**config.mk**
```make
export PLATFORM = sky130hd
export DESIGN_NAME = motion_activity_leaky_integrator
export DESIGN_NICKNAME = d
export VERILOG_FILES = /design/src/rtl/core/mali_pkg.sv /design/src/rtl/core/mali_isqrt.sv /design/src/rtl/core/motion_activity_leaky_integrator.sv
export SDC_FILE = /design/constraint.sdc
export NUM_CORES = 2
export LEC_CHECK = 0
export ABC_AREA = 1
export BUFFER_PORTS_ARGS = -buffer_cell sky130_fd_sc_hd__buf_2
export CAP_MARGIN = 20
export CORE_UTILIZATION = 30
export CTS_CLUSTER_DIAMETER = 40
export DETAILED_ROUTE_END_ITERATION = 8
export PLACE_DENSITY = 0.53
export SYNTH_ARGS = -nofsm -noshare
export SYNTH_HDL_FRONTEND = slang
export SYNTH_SLANG_ARGS = --single-unit
```
**constraint.sdc**
```tcl
create_clock -name aclk -period 6.2 [get_ports aclk]
set_input_delay 0.31 -clock aclk [delete_from_list [all_inputs] [get_ports aclk]]
set_output_delay 0.31 -clock aclk [all_outputs]
set_load 0.01 [all_outputs]
```
**src/rtl/core/mali_pkg.sv**
```systemverilog
// ----------------------------------------------------------------------------
// Motion activity package
// Shared widths, constants, sequencer states and control types for the
// motion activity leaky integrator.
// ----------------------------------------------------------------------------
`default_nettype none

package mali_pkg;

    // Field and datapath widths
    localparam int POS_W   = 16;              // position, signed Q4.12
    localparam int MOVE_W  = POS_W + 1;       // movement, signed Q.12
    localparam int DIFF_W  = MOVE_W + 1;      // change of movement, signed Q.12
    localparam int MAG_W   = MOVE_W;          // magnitude of a change
    localparam int ACC_W   = 36;              // squared length, Q.24
    localparam int ROOT_W  = ACC_W / 2;       // square root, Q.12
    localparam int ACT_W   = 32;              // activity, unsigned Q20.12
    localparam int DECAY_W = 16;              // decay, unsigned Q0.16
    localparam int MUL_A_W = ACT_W;
    localparam int MUL_B_W = MAG_W;
    localparam int PROD_W  = MUL_A_W + MUL_B_W;
    localparam int CNT_W   = 5;

    localparam logic [DECAY_W-1:0] DECAY_RESET = 16'd64225;
    localparam logic [ACT_W-1:0]   ACT_MAX     = {ACT_W{1'b1}};

    // Item kinds
    localparam logic KIND_START  = 1'b0;
    localparam logic KIND_UPDATE = 1'b1;

    // Multiplier pass codes
    localparam logic [CNT_W-1:0] MUL_SQ_X  = 5'd0;
    localparam logic [CNT_W-1:0] MUL_SQ_Y  = 5'd1;
    localparam logic [CNT_W-1:0] MUL_SQ_Z  = 5'd2;
    localparam logic [CNT_W-1:0] MUL_DECAY = 5'd3;

    // Root pass: a load, then one step per result bit
    localparam logic [CNT_W-1:0]  ROOT_LAST      = CNT_W'(ROOT_W);
    localparam logic [ACC_W-1:0]  ROOT_FIRST_BIT = ACC_W'(1) << (ACC_W - 2);

    typedef enum logic [2:0] {
        ST_IDLE,
        ST_DIFF,
        ST_MUL,
        ST_ROOT,
        ST_SUM,
        ST_OUT
    } state_t;

    typedef struct packed {
        logic load;
        logic step;
    } sqrt_ctrl_t;

endpackage : mali_pkg

`default_nettype wire

```
**src/rtl/core/mali_isqrt.sv**
```systemverilog
// ----------------------------------------------------------------------------
// Bit-serial integer square root
// Floor square root of a 36-bit radicand, one result bit per step,
// 18 steps after a load.
// ----------------------------------------------------------------------------
`default_nettype none

module mali_isqrt (
    input  wire logic                          aclk,
    input  wire mali_pkg::sqrt_ctrl_t          ctrl,
    input  wire logic [mali_pkg::ACC_W-1:0]    radicand,
    output logic      [mali_pkg::ROOT_W-1:0]   root
);

    logic [mali_pkg::ACC_W-1:0] rem_reg,  rem_next;
    logic [mali_pkg::ACC_W-1:0] res_reg,  res_next;
    logic [mali_pkg::ACC_W-1:0] bit_reg,  bit_next;
    logic [mali_pkg::ACC_W-1:0] trial;

    // Try to subtract the current trial value from the remainder
    always_comb begin
        trial    = res_reg + bit_reg;
        rem_next = rem_reg;
        res_next = res_reg;
        bit_next = bit_reg;
        if (ctrl.load) begin
            rem_next = radicand;
            res_next = '0;
            bit_next = mali_pkg::ROOT_FIRST_BIT;
        end else if (ctrl.step) begin
            if (rem_reg >= trial) begin
                rem_next = rem_reg - trial;
                res_next = (res_reg >> 1) + bit_reg;
            end else begin
                res_next = res_reg >> 1;
            end
            bit_next = bit_reg >> 2;
        end
    end

    always_ff @(posedge aclk) begin
        rem_reg <= rem_next;
        res_reg <= res_next;
        bit_reg <= bit_next;
    end

    assign root = res_reg[mali_pkg::ROOT_W-1:0];

endmodule : mali_isqrt

`default_nettype wire

```
**src/rtl/core/motion_activity_leaky_integrator.sv**
```systemverilog
// ----------------------------------------------------------------------------
// Motion activity leaky integrator
// Integrates the magnitude of the change of movement of a tracked 3-D point
// with a programmable per-sample decay.
// ----------------------------------------------------------------------------
// Usage:
//   Input channel s_*: one transaction per position sample. s_kind = 0 starts
//   tracking (activity cleared), s_kind = 1 updates with a new position.
//   Result channel m_*: one transaction per input, carrying the activity
//   after that sample (unsigned Q20.12, saturating).
//   Config channel cfg_*: writes decay_factor (Q0.16); always ready, write
//   only while no sample is in flight.
// Sequence:
//   An update passes through one difference step, four passes of the
//   shared multiplier (three squares and the decay product), a load plus 18
//   steps of the bit-serial square root, a sum step and the output load;
//   a start sample goes from acceptance straight to the output load. The
//   root loop sets the rate; s_ready is high only while the sequencer is
//   idle, so a sample is not accepted until the previous one has reached
//   the output register.
// Reset and stall:
//   Reset clears position history, activity and the output, and restores the
//   default decay of 64225. A stalled result waits in the output register;
//   the next sample is still accepted, and its result holds until the slot
//   frees.
// ----------------------------------------------------------------------------
`default_nettype none

module motion_activity_leaky_integrator (
    input  wire logic                                 aclk,
    input  wire logic                                 aresetn,
    // configuration
    input  wire logic                                 cfg_valid,
    output logic                                      cfg_ready,
    input  wire logic        [mali_pkg::DECAY_W-1:0]  cfg_data,
    // position samples
    input  wire logic                                 s_valid,
    output logic                                      s_ready,
    input  wire logic                                 s_kind,
    input  wire logic signed [mali_pkg::POS_W-1:0]    s_pos_x,
    input  wire logic signed [mali_pkg::POS_W-1:0]    s_pos_y,
    input  wire logic signed [mali_pkg::POS_W-1:0]    s_pos_z,
    // activity results
    output logic                                      m_valid,
    input  wire logic                                 m_ready,
    output logic             [mali_pkg::ACT_W-1:0]    m_activity
);

    // Movement from previous position, sign-extended
    function automatic logic [mali_pkg::MOVE_W-1:0] move_of(
        input logic [mali_pkg::POS_W-1:0] pos,
        input logic [mali_pkg::POS_W-1:0] last
    );
        move_of = {pos[mali_pkg::POS_W-1], pos} - {last[mali_pkg::POS_W-1], last};
    endfunction

    // Magnitude of the change between two movements
    function automatic logic [mali_pkg::MAG_W-1:0] mag_of(
        input logic [mali_pkg::MOVE_W-1:0] move,
        input logic [mali_pkg::MOVE_W-1:0] last
    );
        logic [mali_pkg::DIFF_W-1:0] d;
        logic [mali_pkg::DIFF_W-1:0] a;
        d = {move[mali_pkg::MOVE_W-1], move} - {last[mali_pkg::MOVE_W-1], last};
        a = d[mali_pkg::DIFF_W-1] ? (mali_pkg::DIFF_W'(0) - d) : d;
        mag_of = a[mali_pkg::MAG_W-1:0];
    endfunction

    mali_pkg::state_t state_reg, state_next;
    logic [mali_pkg::CNT_W-1:0]   cnt_reg, cnt_next;

    logic [mali_pkg::DECAY_W-1:0] decay_reg;
    logic [mali_pkg::POS_W-1:0]   in_x_reg, in_y_reg, in_z_reg;
    logic [mali_pkg::POS_W-1:0]   last_x_reg, last_y_reg, last_z_reg;
    logic [mali_pkg::MOVE_W-1:0]  last_move_x_reg, last_move_y_reg, last_move_z_reg;
    logic [mali_pkg::MOVE_W-1:0]  move_x, move_y, move_z;
    logic [mali_pkg::MAG_W-1:0]   mag_x_reg, mag_y_reg, mag_z_reg;
    logic [mali_pkg::ACT_W-1:0]   activity_reg;
    logic [mali_pkg::ACC_W-1:0]   acc_reg;
    logic [mali_pkg::PROD_W-1:0]  prod_reg;
    logic [mali_pkg::MUL_A_W-1:0] mul_a;
    logic [mali_pkg::MUL_B_W-1:0] mul_b;
    logic [mali_pkg::ROOT_W-1:0]  root;
    logic [mali_pkg::ACT_W:0]     sum;
    logic                         m_valid_reg;
    logic [mali_pkg::ACT_W-1:0]   m_activity_reg;
    logic                         s_accept;
    logic                         out_load;
    mali_pkg::sqrt_ctrl_t         sqrt_ctrl;

    assign cfg_ready  = 1'b1;
    assign s_ready    = (state_reg == mali_pkg::ST_IDLE);
    assign s_accept   = s_valid && s_ready;
    assign m_valid    = m_valid_reg;
    assign m_activity = m_activity_reg;

    assign move_x = move_of(in_x_reg, last_x_reg);
    assign move_y = move_of(in_y_reg, last_y_reg);
    assign move_z = move_of(in_z_reg, last_z_reg);

    // Select the operands of the shared multiplier
    always_comb begin
        case (cnt_reg)
            mali_pkg::MUL_SQ_X: begin
                mul_a = mali_pkg::MUL_A_W'(mag_x_reg);
                mul_b = mag_x_reg;
            end
            mali_pkg::MUL_SQ_Y: begin
                mul_a = mali_pkg::MUL_A_W'(mag_y_reg);
                mul_b = mag_y_reg;
            end
            mali_pkg::MUL_SQ_Z: begin
                mul_a = mali_pkg::MUL_A_W'(mag_z_reg);
                mul_b = mag_z_reg;
            end
            default: begin
                mul_a = activity_reg;
                mul_b = mali_pkg::MUL_B_W'(decay_reg);
            end
        endcase
    end

    // Decayed activity plus root, one bit wider so that it can be saturated
    assign sum = {1'b0, prod_reg[mali_pkg::DECAY_W +: mali_pkg::ACT_W]}
               + (mali_pkg::ACT_W + 1)'(root);

    // Sequencer: next state, counter and unit controls
    always_comb begin
        state_next     = state_reg;
        cnt_next       = cnt_reg;
        sqrt_ctrl.load = 1'b0;
        sqrt_ctrl.step = 1'b0;
        out_load       = 1'b0;
        case (state_reg)
            mali_pkg::ST_IDLE: begin
                if (s_accept) begin
                    state_next = (s_kind == mali_pkg::KIND_START) ? mali_pkg::ST_OUT
                                                                  : mali_pkg::ST_DIFF;
                end
            end
            mali_pkg::ST_DIFF: begin
                state_next = mali_pkg::ST_MUL;
                cnt_next   = mali_pkg::MUL_SQ_X;
            end
            mali_pkg::ST_MUL: begin
                if (cnt_reg == mali_pkg::MUL_DECAY) begin
                    state_next = mali_pkg::ST_ROOT;
                    cnt_next   = '0;
                end else begin
                    cnt_next = cnt_reg + 1'b1;
                end
            end
            mali_pkg::ST_ROOT: begin
                sqrt_ctrl.load = (cnt_reg == '0);
                sqrt_ctrl.step = (cnt_reg != '0);
                if (cnt_reg == mali_pkg::ROOT_LAST) begin
                    state_next = mali_pkg::ST_SUM;
                end else begin
                    cnt_next = cnt_reg + 1'b1;
                end
            end
            mali_pkg::ST_SUM: begin
                state_next = mali_pkg::ST_OUT;
            end
            mali_pkg::ST_OUT: begin
                if (!m_valid_reg || m_ready) begin
                    out_load   = 1'b1;
                    state_next = mali_pkg::ST_IDLE;
                end
            end
            default: begin
                state_next = mali_pkg::ST_IDLE;
            end
        endcase
    end

    // Hold sequencer, tracking state and output slot
    always_ff @(posedge aclk) begin
        if (!aresetn) begin
            state_reg       <= mali_pkg::ST_IDLE;
            cnt_reg         <= '0;
            decay_reg       <= mali_pkg::DECAY_RESET;
            last_x_reg      <= '0;
            last_y_reg      <= '0;
            last_z_reg      <= '0;
            last_move_x_reg <= '0;
            last_move_y_reg <= '0;
            last_move_z_reg <= '0;
            activity_reg    <= '0;
            m_valid_reg     <= 1'b0;
        end else begin
            state_reg <= state_next;
            cnt_reg   <= cnt_next;
            if (cfg_valid && cfg_ready) begin
                decay_reg <= cfg_data;
            end
            // start: load position, clear movement and activity
            if (s_accept && s_kind == mali_pkg::KIND_START) begin
                last_x_reg      <= s_pos_x;
                last_y_reg      <= s_pos_y;
                last_z_reg      <= s_pos_z;
                last_move_x_reg <= '0;
                last_move_y_reg <= '0;
                last_move_z_reg <= '0;
                activity_reg    <= '0;
            end
            // update: advance position history
            if (state_reg == mali_pkg::ST_DIFF) begin
                last_x_reg      <= in_x_reg;
                last_y_reg      <= in_y_reg;
                last_z_reg      <= in_z_reg;
                last_move_x_reg <= move_x;
                last_move_y_reg <= move_y;
                last_move_z_reg <= move_z;
            end
            if (state_reg == mali_pkg::ST_SUM) begin
                activity_reg <= sum[mali_pkg::ACT_W] ? mali_pkg::ACT_MAX
                                                     : sum[mali_pkg::ACT_W-1:0];
            end
            // output slot: fill on load, drop on handshake
            if (out_load) begin
                m_valid_reg <= 1'b1;
            end else if (m_ready) begin
                m_valid_reg <= 1'b0;
            end
        end
    end

    // Datapath registers without reset
    always_ff @(posedge aclk) begin
        if (s_accept) begin
            in_x_reg <= s_pos_x;
            in_y_reg <= s_pos_y;
            in_z_reg <= s_pos_z;
        end
        if (state_reg == mali_pkg::ST_DIFF) begin
            mag_x_reg <= mag_of(move_x, last_move_x_reg);
            mag_y_reg <= mag_of(move_y, last_move_y_reg);
            mag_z_reg <= mag_of(move_z, last_move_z_reg);
        end
        // one product per cycle, accumulate the previous square
        if (state_reg == mali_pkg::ST_MUL) begin
            prod_reg <= mali_pkg::PROD_W'(mul_a) * mali_pkg::PROD_W'(mul_b);
            if (cnt_reg == mali_pkg::MUL_SQ_Y) begin
                acc_reg <= prod_reg[mali_pkg::ACC_W-1:0];
            end else if (cnt_reg != mali_pkg::MUL_SQ_X) begin
                acc_reg <= acc_reg + prod_reg[mali_pkg::ACC_W-1:0];
            end
        end
        if (out_load) begin
            m_activity_reg <= activity_reg;
        end
    end

    mali_isqrt u_isqrt (
        .aclk     (aclk),
        .ctrl     (sqrt_ctrl),
        .radicand (acc_reg),
        .root     (root)
    );

endmodule : motion_activity_leaky_integrator

`default_nettype wire

```
Yosys cells after proc, flatten, opt, wreduce, memory -nomap -nowiden

Cells that the tools add are included.

Add/sub/neg operators: 15
$mul: 1
Order comparisons: 1
Equality and inequality tests: 14
Multiplexer cells: 38
Bitwise logic cells: 1
Reduce and logical (&&, ||, !) cells: 18

Operators by type and width:

| cell                                                 | count |
|---|---|
| two-way mux 36 bit                                   | 6 |
| two-way mux 17 bit                                   | 7 |
| two-way mux 16 bit                                   | 6 |
| two-way mux 32 bit                                   | 3 |
| one-hot mux 32 bit (3 select lines)                  | 1 |
| subtractor 17 x 17 -> 18 bit                         | 3 |
| one-hot mux 17 bit (3 select lines)                  | 1 |
| subtractor 1 x 17 -> 17 bit (first input constant)   | 3 |
| subtractor 16 x 16 -> 17 bit                         | 3 |
| multiplier 32 x 17 -> 48 bit                         | 1 |
| adder 35 x 35 -> 36 bit                              | 1 |
| adder 36 x 35 -> 36 bit                              | 1 |
| adder 36 bit                                         | 1 |
| >= comparator 36 bit                                 | 1 |
| subtractor 36 bit                                    | 1 |
| adder 32 x 18 -> 33 bit                              | 1 |
| one-hot mux 3 bit (6 select lines)                   | 1 |
| two-way mux 3 bit                                    | 5 |
| one-hot mux 5 bit (3 select lines)                   | 1 |
| nonzero test 2 bit                                   | 6 |
| equality test 5 x 2 -> 1 bit (second input constant) | 2 |
| two-way mux 5 bit                                    | 2 |
| inequality test 2 bit (second input constant)        | 4 |
| equality test 3 x 2 -> 1 bit (second input constant) | 2 |
| 18 further kinds                                     | 25 |

Register bits: 461

Depth between registers and ports, before layout

Depth in word-level cells: 5
Depth in mapped cells: 38
Depth with buffers taken out: 36

Hierarchy

A second synthesis with hierarchy kept.

Cells, all modules: 7054
Area, all modules: 51081.5 um^2

Modules (own cells, without submodules):

| module                           | instances | cells an instance | area each (um^2) | sequential area each (um^2) |
|---|---|---|---|---|
| motion_activity_leaky_integrator | 1         | 5436              | 41260.8          | 9579.2 |
| mali_isqrt                       | 1         | 1618              | 9820.7           | 2162.1 |

Least setup slack after synthesis

OpenSTA, ideal clock, no wires.

Kind: reg2reg
From: register cnt_reg[0] in the netlist's numbering
To: register prod_reg[41] in the netlist's numbering, data pin
Arrival: 6322 ps
Slack: -381 ps
Cell stages (with the launch flop): 33
Path buffers: 3
Clock period less this slack: 6581 ps
Cells stage by stage: dfxtp_1 -> inv_1 -> ha_1 -> nand2_1 -> nor2_2 -> nor3_4 -> buf_4 -> buf_4 -> nand2_1 -> inv_1 -> buf_4 -> nand2_1 -> fa_1 -> inv_1 -> fa_1 -> inv_1 -> fa_1 -> inv_1 -> fa_1 -> fa_1 -> inv_1 -> fa_1 -> inv_1 -> ha_1 -> nand2_1 -> nor2_1 -> inv_1 -> nor2_1 -> inv_1 -> nor3_1 -> nand3_1 -> nand4_1 -> xor2_1

Longest elaborated chain between the ends: 3

RTL lines:

| item                                                                                              | RTL line                                | text |
|---|---|---|
| from (decl)                                                                                       | motion_activity_leaky_integrator.sv:70  | `logic [mali_pkg::CNT_W-1:0] cnt_reg, cnt_next;` |
| from (signal assigned)                                                                            | motion_activity_leaky_integrator.sv:193 | `cnt_reg <= cnt_next;` |
| equality test 5 x 2 -> 1 bit, or another cell as far along                                        | motion_activity_leaky_integrator.sv:103 | `case (cnt_reg)` |
| one-hot mux 32 bit (3 select lines) / one-hot mux 17 bit (3 select lines) (equally long branches) | motion_activity_leaky_integrator.sv:103 |  |
| multiplier 32 x 17 -> 48 bit *                                                                    | motion_activity_leaky_integrator.sv:243 | `prod_reg <= mali_pkg::PROD_W'(mul_a) * mali_pkg::PROD_W'(mul_b);` |
| to (signal assigned)                                                                              | motion_activity_leaky_integrator.sv:243 |  |
| to (decl)                                                                                         | motion_activity_leaky_integrator.sv:80  | `logic [mali_pkg::PROD_W-1:0] prod_reg;` |

Every way passes the cells marked *; elsewhere a longest branch is shown, timed or not.
A chain may end at the register's enable or synchronous reset.

Final worst setup path

From: register cnt_reg[3] in the netlist's numbering
To: register prod_reg[44] in the netlist's numbering, data pin

Same word-level chain as after synthesis.

==> summary.md <==
| Metric | Value |
|---|---|
| Vias per cell | ~4.8 |
| Max reg flops | 48 |
| Hold path depth | 2 |
| Clock skew | between 0.06 and 0.07 ns |
| Post-Syn Area | 0.0507 mm2 |
| Post-Syn Area per Cell | ~7.2 um2 |
| Die ar. | 0.171 mm2 |
| Num Clock Sinks | 461 |
| Fill count | 17.4k |
| Final worst slack | -0.614 ns |
| Netlist cell types | 55 |
| Count of antenna-violating nets left after detailed routing | 0 |
| Place WS | -0.899 ns |
| Largest cells by area after synthesis | fa_1 (18%), edfxtp_1 (15%), nand2_1 (14%), inv_1 (9.5%), ha_1 (8.7%) |
| Port Buffers | 103 |
| Drt drc | 0 |
| Final Max Slew Viols | 0 |
| Post-synth EDFFs | around 250 |
| Layout cells sized above 1 | approximately 18% |
| Area share of the largest cell type after synthesis | around 18% |
| R2R Path End | prod_reg[44] |
| Asr flop ratio synth | 0% |
| Starting DRT DRC Count | between 2k and 3k |
| Hold Vio Cnt, Final | 0 |
| Routability cong. | between 0.9 and 1 |
| Die H | 413 um |
| Fin area | around 0.066 mm2 |
| Overall Global Routing Usage | a little over a fifth |
| Cell repeated most along the worst path | fa_1 |
| Unrepaired setup endpoints after global routing | true |
| Worst path arrival time | 7.33 ns |
| Initial antenna violation count | 2 |
| Hold Path Origin | cfg_valid |
| Placed Area | approximately 0.058 mm2 |
| Peak Freq | 147 MHz |
| Post-synth top flop | edfxtp_1 |
| Hold Path Sink | decay_reg[15] |
| Failing checks | setup timing |
| Seq cells post-synth | 461 |
| Commonest cells after routing, fill and taps aside | nand2_1 (1808), inv_1 (1207), nor2_1 (483), buf_4 (436), fa_1 (406) |
| Hold crit path type | primary input to flip-flop |
| Initial Utilization | 30.3% |
| Crit path required time | 6.72 ns |
| Avg WL per Cell | about 18 um |
| Worst-margin pin slew | slightly below 1 ns |
| Post-synthesis cell count | ~7.0k |
| Leading cell type in the layout, fill and taps excluded | nand2_1 |
| Final min period | between 6 and 7 ns |
| Number of global-route vias before repair | 48.2k |
| IO Pins | around 110 |
| CP endpoint kind | flip-flop |
| Root Buffer | clkbuf_16 |
| Clk Latency, worst-skew pair | between 0.7 and 0.8 ns |
| Grt total ovfl | 0 |
| R2R depth | 36 |
| Rel. slew slack | a little over a third |
| Final nets | around 8.6k |
| Sequential-to-total area share from yosys stat | 23.2% |
| CTS tree | yes |
| Crit start category | flip-flop |
| First-pass GRT wire length | between 200 and 300 mm |
| Detailed Routing Iterations Pass 1 | 5 |
| Dominant cell type by area after synthesis | fa_1 |
| RR Startpoint | cnt_reg[3] |
| Total CTS buffers | 107 |
| CP max FO | 8 |
| Max-Cap Viols | 0 |
| Slowest cell delay on critical path | about 0.5 ns |
| Area of the core | approximately 0.17 mm2 |
| Crit. Startpoint | cnt_reg[3] |
| Area grow syn2layout | 29.5% |
| Rows | 150 |
| Final setup viols | 37 |
| Routed WL | 180 mm |
| # H-tree levels | 3 |
| Longest Clk Path Bufs | 3 |
| Final period utilization | 110% |
| Worst Setup Path Type | flip-flop to flip-flop |
| R2R Setup Slk | -0.61 ns |
| Detailed Place HPWL | between 100 and 150 mm |
| Clock slew at reported path FFs | around 0.060 ns |
| YS warnings | 0 |
| Via Count | approximately 48k |
| Outcome | finished, violations left |
| Die Span X | roughly 410 um |
| Largest net degree at the start of global routing | ~150 |
| CP max stage cell | fa_1 |
## layer usage
metal | track usage (%) | vias to the layer above | part of all wire, %
met5 | 0 | - | 0
met4 | 7.37 | 0 | 3.3
met3 | 2.96 | 266 | 4.9
met2 | 35.2 | 1093 | 47
met1 | 27.3 | 22700 | 45
li1 | - | 23400 | -
## cell families after synthesis
logic type,count (synthesis),synth area share (%)
flip-flops,461,23.2
XOR/XNOR,213,3.68
other,2,0.0148
AO/OA/AOI/OAI,967,10.5
buffers and inverters,1482,11.3
adder cells (fa/ha/maj),809,26.7
AND/OR/NAND/NOR,3062,24.6
## cells in the mapped netlist, types with 23 or more instances
master    count
inv_1      1287
nand2_1    1906
edfxtp_1    251
a31oi_1      76
nand4_1      66
xnor2_1      91
o21bai_1     23
ha_1        352
o21ai_0     362
buf_2        59
xor2_1      122
dfxtp_1     210
clkbuf_1     80
or2_2        24
fa_1        457
nor2_1      579
nor3_1       71
nand3_1     340
a21oi_1     395
## area by class of cell
| type | instances | area (um2) | share of cell area [%] |
|---|---|---|---|
| timing repair buffer | 725 | 6440 | 9.82 |
| clock inverter | 79 | 1180 | 1.80 |
| clock buffer | 124 | 2870 | 4.37 |
| timing repair inverter | 1 | 7.51 | 0.0114 |
| inverter | 1310 | 4990 | 7.60 |
| antenna | 1 | 2.50 | 0.00381 |
| tap | 2204 | 2760 | 4.20 |
| multi-input combinational | 5066 | 35600 | 54.3 |
| sequential | 461 | 11800 | 17.9 |
## worst max-delay path, delay by kind of cell, from the launching register on
family / cells / cell delay (ns)
AO/OA/AOI/OAI: 3 / 0.48
buffers and inverters: 13 / 1.48
flip-flops: 1 / 0.33
AND/OR/NAND/NOR: 12 / 1.01
adder cells (fa/ha/maj): 7 / 3.03
XOR/XNOR: 1 / 0.15
## worst max path at each step
stage	to	cells after the start	slack, ns
after global routing	prod_reg[44]	36	-0.87
after floorplan	prod_reg[46]	32	-0.11
after detailed placement	prod_reg[15]	33	-0.90
after global placement	prod_reg[15]	33	-0.83
after CTS	prod_reg[41]	35	-0.56
final	prod_reg[44]	36	-0.61
## per-stage QoR
| step | setup TNS (ns) | std cells | hold WS, ns | util, % |
|---|---|---|---|---|
| after floorplan | -0.778 | 7009 | 0.409 | - |
| after global placement | -22.41 | 9601 | 0.449 | 34.5 |
| after detailed placement | -24.01 | 9601 | 0.454 | 34.5 |
| after CTS | -15.04 | 9941 | 0.0134 | 38.6 |
| after global routing | -26.26 | 9970 | 0.0844 | 39.2 |
| final | -17.35 | 9971 | 0.0539 | 39.2 |
## timing repair
| item | CTS | global route |
|---|---|---|
| buffers inserted | 62 | 28 |
| gates resized for setup | 412 | 171 |
| endpoints found under the setup margin | 39 | 39 |
| gates cloned | 9 | 2 |
| hold buffers | 67 | 0 |
| pin swaps | 100 | 68 |
| hold endpoints to repair | 114 | 0 |
Power is not shown: default switching activity piles up to over one toggle a cycle in this logic, so the estimate is an artifact.
